File: config.mk
export PLATFORM = sky130hd
export DESIGN_NAME = indexed_insert_delete_list
export DESIGN_NICKNAME = d
export VERILOG_FILES = /design/src/rtl/iidl_pkg.sv /design/src/rtl/iidl_cell.sv /design/src/rtl/iidl_ctrl.sv /design/src/rtl/indexed_insert_delete_list.sv
export SDC_FILE = /design/constraint.sdc
export NUM_CORES = 1
export LEC_CHECK = 0
export ABC_CLOCK_PERIOD_IN_PS = 10710
export BUFFER_PORTS_ARGS = -buffer_cell sky130_fd_sc_hd__buf_2
export CAP_MARGIN = 5
export CORE_MARGIN = 2
export CORE_UTILIZATION = 35
export CTS_BUF_LIST = sky130_fd_sc_hd__clkbuf_8
export CTS_CLUSTER_DIAMETER = 50
export DETAILED_ROUTE_END_ITERATION = 12
export PLACE_DENSITY_LB_ADDON = 0.1
export SYNTH_ARGS = -nofsm -noshare
export SYNTH_HDL_FRONTEND = slang
export SYNTH_HIERARCHICAL = 1
export SYNTH_SLANG_ARGS = --single-unit
export TNS_END_PERCENT = 5
File: constraint.sdc
create_clock -name clock -period 10.71 [get_ports clock]
set_input_delay 2.142 -clock clock [delete_from_list [all_inputs] [get_ports clock]]
set_output_delay 2.142 -clock clock [all_outputs]
set_load 0.005 [all_outputs]
File: src/rtl/iidl_pkg.sv
package iidl_pkg;

   // List geometry
   localparam int LIST_DEPTH = 16;
   localparam int POS_W      = (LIST_DEPTH > 1) ? $clog2(LIST_DEPTH) : 1;
   localparam int CNT_W      = $clog2(LIST_DEPTH + 1);

   // Fixed field widths
   localparam int OP_W      = 3;
   localparam int INDEX_W   = 4;
   localparam int DATA_W    = 32;
   localparam int COUNT_F_W = 5;
   localparam int STATUS_W  = 2;

   // Width used to compare an index against the fill count
   localparam int CMP_W = (INDEX_W > CNT_W) ? INDEX_W : CNT_W;

   typedef enum logic [OP_W-1:0] {
      OP_INSERT     = 3'd0,
      OP_PUSH_FRONT = 3'd1,
      OP_APPEND     = 3'd2,
      OP_TAKE_FIRST = 3'd3,
      OP_POP_BACK   = 3'd4,
      OP_REMOVE_AT  = 3'd5,
      OP_CLEAR      = 3'd6,
      OP_READ       = 3'd7
   } op_type;

   typedef enum logic [STATUS_W-1:0] {
      ST_OK    = 2'd0,
      ST_FULL  = 2'd1,
      ST_RANGE = 2'd2,
      ST_EMPTY = 2'd3
   } status_type;

   // Shift command broadcast along the row of cells
   typedef struct packed {
      logic             ins;
      logic             rem;
      logic [POS_W-1:0] pos;
   } cell_cmd_type;

endpackage

File: src/rtl/iidl_cell.sv
module iidl_cell (
   input  logic                          clock,
   input  iidl_pkg::cell_cmd_type        cmd,
   input  logic [iidl_pkg::POS_W-1:0]    cell_pos,
   input  logic [iidl_pkg::DATA_W-1:0]   new_value,
   input  logic [iidl_pkg::DATA_W-1:0]   left_data,
   input  logic [iidl_pkg::DATA_W-1:0]   right_data,
   output logic [iidl_pkg::DATA_W-1:0]   data
);
   import iidl_pkg::*;

   logic [DATA_W-1:0] data_ff;
   logic [DATA_W-1:0] data_in;

   // Pick the next entry: shift up past the insert point, shift down from the removal point
   always_comb begin
      data_in = data_ff;
      if (cmd.ins) begin
         if (cell_pos > cmd.pos) begin
            data_in = left_data;
         end else if (cell_pos == cmd.pos) begin
            data_in = new_value;
         end
      end else if (cmd.rem) begin
         if (cell_pos >= cmd.pos) begin
            data_in = right_data;
         end
      end
   end

   always_ff @(posedge clock) begin
      data_ff <= data_in;
   end

   assign data = data_ff;

endmodule

File: src/rtl/iidl_ctrl.sv
module iidl_ctrl (
   input  logic                           accept,
   input  logic [iidl_pkg::OP_W-1:0]      op,
   input  logic [iidl_pkg::INDEX_W-1:0]   index,
   input  logic [iidl_pkg::CNT_W-1:0]     count,
   output iidl_pkg::cell_cmd_type         cmd,
   output logic [iidl_pkg::POS_W-1:0]     read_pos,
   output logic                           read_en,
   output iidl_pkg::status_type           status,
   output logic [iidl_pkg::CNT_W-1:0]     count_next
);
   import iidl_pkg::*;

   logic [CMP_W-1:0] idx_cmp;
   logic [CMP_W-1:0] cnt_cmp;
   logic             full;
   logic             empty;
   logic [POS_W-1:0] idx_pos;
   logic [POS_W-1:0] cnt_pos;
   logic [POS_W-1:0] last_pos;
   logic             do_ins;
   logic             do_rem;
   logic [POS_W-1:0] pos;

   assign idx_cmp  = CMP_W'(index);
   assign cnt_cmp  = CMP_W'(count);
   assign full     = (count == CNT_W'(LIST_DEPTH));
   assign empty    = (count == '0);
   assign idx_pos  = POS_W'(index);
   assign cnt_pos  = POS_W'(count);
   assign last_pos = POS_W'(count - CNT_W'(1));

   // Decode the operation into a status and a shift command
   always_comb begin
      status     = ST_OK;
      do_ins     = 1'b0;
      do_rem     = 1'b0;
      pos        = '0;
      read_en    = 1'b0;
      count_next = count;
      case (op_type'(op))
         OP_INSERT: begin
            pos = idx_pos;
            if (full) begin
               status = ST_FULL;
            end else if (idx_cmp > cnt_cmp) begin
               status = ST_RANGE;
            end else begin
               do_ins = 1'b1;
            end
         end
         OP_PUSH_FRONT: begin
            if (full) status = ST_FULL;
            else      do_ins = 1'b1;
         end
         OP_APPEND: begin
            pos = cnt_pos;
            if (full) status = ST_FULL;
            else      do_ins = 1'b1;
         end
         OP_TAKE_FIRST: begin
            if (empty) status = ST_EMPTY;
            else       do_rem = 1'b1;
         end
         OP_POP_BACK: begin
            pos = last_pos;
            if (empty) status = ST_EMPTY;
            else       do_rem = 1'b1;
         end
         OP_REMOVE_AT: begin
            pos = idx_pos;
            if (empty) begin
               status = ST_EMPTY;
            end else if (idx_cmp >= cnt_cmp) begin
               status = ST_RANGE;
            end else begin
               do_rem = 1'b1;
            end
         end
         OP_CLEAR: begin
            count_next = '0;
         end
         OP_READ: begin
            pos = idx_pos;
            if (idx_cmp >= cnt_cmp) status = ST_RANGE;
            else                    read_en = 1'b1;
         end
         default: begin
            status = ST_OK;
         end
      endcase
      if (do_ins) count_next = count + CNT_W'(1);
      if (do_rem) begin
         count_next = count - CNT_W'(1);
         read_en    = 1'b1;
      end
   end

   // Gate the shift command with the transfer
   assign cmd.ins  = do_ins & accept;
   assign cmd.rem  = do_rem & accept;
   assign cmd.pos  = pos;
   assign read_pos = pos;

endmodule

File: src/rtl/indexed_insert_delete_list.sv
// Channel   | Ports                                         | Transfer
// ----------+-----------------------------------------------+---------------------------
// request   | start, busy, req_op, req_index, req_value     | start high and busy low
// response  | rsp_valid, rsp_read_data, rsp_count, rsp_status | one cycle with rsp_valid
//
// One operation per cycle: busy stays low, so a request may follow every clock.
// The response appears on the cycle after the request transfer; the row of cells
// shifts in that same edge, so the next request sees the updated list.
// Synchronous active-high reset empties the list; entry contents are not cleared.
// The receiver cannot stall the response: it shows for exactly one cycle.
module indexed_insert_delete_list (
   input  logic                           clock,
   input  logic                           reset,
   input  logic                           start,
   output logic                           busy,
   input  logic [iidl_pkg::OP_W-1:0]      req_op,
   input  logic [iidl_pkg::INDEX_W-1:0]   req_index,
   input  logic signed [iidl_pkg::DATA_W-1:0] req_value,
   output logic                           rsp_valid,
   output logic signed [iidl_pkg::DATA_W-1:0] rsp_read_data,
   output logic [iidl_pkg::COUNT_F_W-1:0] rsp_count,
   output logic [iidl_pkg::STATUS_W-1:0]  rsp_status
);
   import iidl_pkg::*;

   logic                accept;
   logic [CNT_W-1:0]    count_ff;
   logic [CNT_W-1:0]    count_in;
   cell_cmd_type        cmd;
   logic [POS_W-1:0]    read_pos;
   logic                read_en;
   status_type          status;
   logic [DATA_W-1:0]   cell_data [LIST_DEPTH];
   logic [DATA_W-1:0]   read_word;

   logic                rsp_valid_ff;
   logic [DATA_W-1:0]   rsp_data_ff;
   logic [DATA_W-1:0]   rsp_data_in;
   logic [COUNT_F_W-1:0] rsp_count_ff;
   logic [STATUS_W-1:0] rsp_status_ff;

   assign busy   = 1'b0;
   assign accept = start & ~busy;

   iidl_ctrl u_ctrl (
      .accept     (accept),
      .op         (req_op),
      .index      (req_index),
      .count      (count_ff),
      .cmd        (cmd),
      .read_pos   (read_pos),
      .read_en    (read_en),
      .status     (status),
      .count_next (count_in)
   );

   // Row of cells, each handing its entry to its neighbors
   for (genvar k = 0; k < LIST_DEPTH; k++) begin : g_cell
      logic [DATA_W-1:0] left_data;
      logic [DATA_W-1:0] right_data;
      if (k == 0) begin : g_first
         assign left_data = '0;
      end else begin : g_inner_l
         assign left_data = cell_data[k-1];
      end
      if (k == LIST_DEPTH - 1) begin : g_last
         assign right_data = '0;
      end else begin : g_inner_r
         assign right_data = cell_data[k+1];
      end
      iidl_cell u_cell (
         .clock      (clock),
         .cmd        (cmd),
         .cell_pos   (POS_W'(k)),
         .new_value  (req_value),
         .left_data  (left_data),
         .right_data (right_data),
         .data       (cell_data[k])
      );
   end

   // Select the entry being read or taken out
   assign read_word   = cell_data[read_pos];
   assign rsp_data_in = read_en ? read_word : '0;

   // Hold the fill count
   always_ff @(posedge clock) begin
      if (reset) begin
         count_ff <= '0;
      end else if (accept) begin
         count_ff <= count_in;
      end
   end

   // Register the response strobe
   always_ff @(posedge clock) begin
      if (reset) begin
         rsp_valid_ff <= 1'b0;
      end else begin
         rsp_valid_ff <= accept;
      end
   end

   // Register the response payload
   always_ff @(posedge clock) begin
      if (accept) begin
         rsp_data_ff   <= rsp_data_in;
         rsp_count_ff  <= COUNT_F_W'(count_in);
         rsp_status_ff <= status;
      end
   end

   assign rsp_valid     = rsp_valid_ff;
   assign rsp_read_data = rsp_data_ff;
   assign rsp_count     = rsp_count_ff;
   assign rsp_status    = rsp_status_ff;

endmodule

==> run summary <==
Status: finished with violations
Failing checks: slew limit
Cell taking the most area after synthesis: edfxtp_1
Pre-antenna DRT Iters: 8
Post-layout util: 37.9%
Cts hold-fix bufs: 0
Seq pwr share: 38.5%
CTS tree: done
Worst Skew: 0.0277 ns
Critical Path Max Stage Delay: 0.73 ns
CP required: 11.30 ns
P per Cell Area: 152 nW/um2
Period utilization: 56.0%
Worst-path clk slew: 0.05 ns
Mapped Cells: 5,026
# IOs: 83
Total gr overflow: 0
Via density: 6.17
Clock network power share: 33.2%
Setup_tns: 0 ns
Final nets: 5,070
H-tree depth: 4
# port buffers: 81
Top post-synthesis cells by area: edfxtp_1 (36%), o311a_1 (11%), a311oi_1 (9.7%)
Yosys warns: 6
Drt first-iter violations: 4,781
Root Buffer: clkbuf_8
Tot Pwr: 0.00755 W
Worst path slowest cell: buf_4
Vias: 42,037
Yosys top cell area share: 35.7%
Kind of critical path: in2reg
DP Area: 47,300 um2
Die X-Extent: 368 um
Slew Viols, Final: 66
Critical Path Source Type: primary input
Initial Util: 35.2%
Routed wire length: 174,000 um
Static leakage: 18.4 nW
First-pass GRT wire length: 267,000 um
P_sw: 0.00281 W
CP Cell Sequence: buf_2 > ha_1 > nor2b_1 > o21ai_2 > a2111oi_4 > or4_1 > nor2_4 > buf_4 > buf_4 > nand2b_2 > o311a_1
Remaining DRCs: 0
Post-synth cell types: 61
Num CTS Buffers: 132
Pre-CTS setup slack: 3.87 ns
Worst-Margin Slew: 1.52 ns
Share of layout cells above drive strength 1: 8.98%
Largest net degree at the start of global routing: 166
Period minus WS final: 6.00 ns
Setup Fix Bufs, Post-CTS: 0
Hpwl dp: 114,000 um
Max clock buf depth: 3
Placer congestion estimate: 0.796
Critical Path Fanout Max: 74
RSZ-0062 raised after global routing: no
Vias in the first global route: 39,153
Core ar.: 131,000 um2
Crit path launch: req_index[1]
CTS-repair resized insts: 0
Maxcap violations: 0
Cell family with most CP delay: simple AND/OR/NAND/NOR gates
Crit path DAT: 6.59 ns
Path category of the worst min-delay check: reg2reg
Post-synth top flop: edfxtp_1
Setup ws final: 4.71 ns
# clock sinks: 557
P&R area growth vs syn: 7.44%
Number of flops mapped to enable cells by yosys: 551
Max frequency: 167 MHz
Peak supply drop: 118 uV
Number of routed nets with antenna violations: 0
CP most frequent cell: buf_4
Internal Power: 0.00475 W
WL per Instance: 25.6 um
Initial antenna violation count: 7
Final setup vio count: 0
Most numerous cell in the Yosys netlist: inv_1
CP bufs+invs: 3
Placement Rows: 133
Commonest cells post-synth: inv_1 (583), edfxtp_1 (551), nor2_1 (532), nor3_1 (515)
#FFs+latches synth: 557
Combinational cell fraction of total power: 28.3%
Die area: 135,000 um2
Worst-Skew Late Latency: 0.85 ns
Asr flop ratio synth: 0%
Worst Setup End Kind: flip-flop
Seq/Total Area, Yosys: 36.0%
Final instance area: 49,800 um2
Synth Cell Area: 46,300 um2
Syn_area_per_cell: 9.22 um2
Die H: 368 um
Switching share of power: 37.1%
Overall global routing resource usage: 25.0%
RR Startpoint: count_ff[1]
HP Start: count_ff[2]
Final hold vios: 0
Slew headroom: -1.35%
[cell usage in the layout (no fill, tap or decap), types with 4 or more instances in the layout]
cell / netlist / final
o311a_1: 512 / 512
a22oi_1: 115 / 115
or3_1: 513 / 513
dfxtp_1: 6 / 6
o32a_2: 0 / 7
edfxtp_1: 551 / 551
nor3_1: 515 / 515
o21ai_1: 14 / 14
clkbuf_8: 0 / 141
a21oi_1: 7 / 7
o32a_1: 16 / 9
nand3_1: 5 / 5
nor2b_4: 16 / 17
and4_2: 0 / 16
nand2b_1: 34 / 22
nand2_1: 86 / 85
buf_4: 17 / 89
nor2_1: 532 / 531
bufinv_16: 0 / 6
o21ai_0: 7 / 5
inv_1: 583 / 612
clkinvlp_4: 0 / 5
o22ai_1: 25 / 25
ha_1: 71 / 71
conb_1: 2 / 161
o21a_1: 16 / 16
a221oi_1: 5 / 5
o31a_4: 16 / 16
mux4_2: 7 / 7
buf_12: 11 / 4
clkinv_2: 0 / 15
mux2i_1: 249 / 249
clkinv_1: 0 / 32
buf_2: 182 / 81
nand2b_2: 0 / 12
a311oi_1: 513 / 513
o31ai_4: 0 / 18
[metrics by stage]
| step | std cells | hold WS (ns) |
|---|---|---|
| detailed placement | 6578 | 0.574 |
| global placement | 6578 | 0.561 |
| finish | 6813 | 0.575 |
| floorplan | 5185 | 0.484 |
| CTS | 6810 | 0.580 |
| global route | 6813 | 0.621 |
[registers in the layout, indices dropped and copies added (netlist names)]
signal and flops:
g_cell.u_cell/data 512, rsp_read_data 32, count_ff 5, rsp_count 5, rsp_status 2, rsp_valid 1
[worst min-delay path: stages (launching register included)]
cell	delay (ns)
dfxtp_1	0.35
mux2i_1	0.13
nor2_1	0.05
[cells by family (layout without fill, tap and decap cells)]
logic type	Yosys count	after routing	synth area share, %
fa+ha+maj	71	71	1.92
flops	557	557	36.0
simple gates	1734	1734	19.1
compound gates	1283	1283	25.4
xor+xnor	3	3	0.0567
other cells	2	164	0.0162
buf+inv	1119	989	11.9
mux	257	257	5.75
[power groups by stage]
| stage | Sequential (W) | Combinational (W) | Clock, W |
|---|---|---|---|
| after floorplan | 0.00285 | 0.00155 | 0 |
| after global placement | 0.00295 | 0.00209 | 0 |
| after detailed placement | 0.00295 | 0.00210 | 0 |
| after CTS | 0.00291 | 0.00210 | 0.00258 |
| after global routing | 0.00294 | 0.00231 | 0.00268 |
| final | 0.00291 | 0.00213 | 0.00251 |
[routing by layer]
| layer | routed length, um | part of all wire, % | track usage, % | vias to the layer above |
|---|---|---|---|---|
| met1 | 83900 | 48 | 37.7 | 20584 |
| met3 | 12800 | 7.3 | 4.13 | 242 |
| met4 | 3540 | 2.0 | 7.10 | 2 |
| met5 | 11 | 0.0063 | 0 | - |
| li1 | - | - | - | 19471 |
| met2 | 74000 | 42 | 36.4 | 1738 |
[final timing paths]
kind | end | slack, ns | cells after the start
min | count_ff[2] | 0.58 | 2
max reg2reg | g_cell[11].u_cell/data[4] | 5.49 | 11
min reg2reg | count_ff[2] | 0.58 | 2
max | g_cell[11].u_cell/data[4] | 4.71 | 11
[layout make-up]
| type | count | area (um2) |
|---|---|---|
| antenna | 3 | 7.51 |
| clock buffer | 141 | 1940 |
| clock inverter | 91 | 559 |
| fill | 13271 | 81700 |
| inverter | 583 | 2190 |
| multi-input combinational | 3509 | 25100 |
| sequential | 557 | 16700 |
| tap | 1755 | 2200 |
| timing repair buffer | 174 | 1150 |
Note: power is estimated with default switching activity, not from simulation.
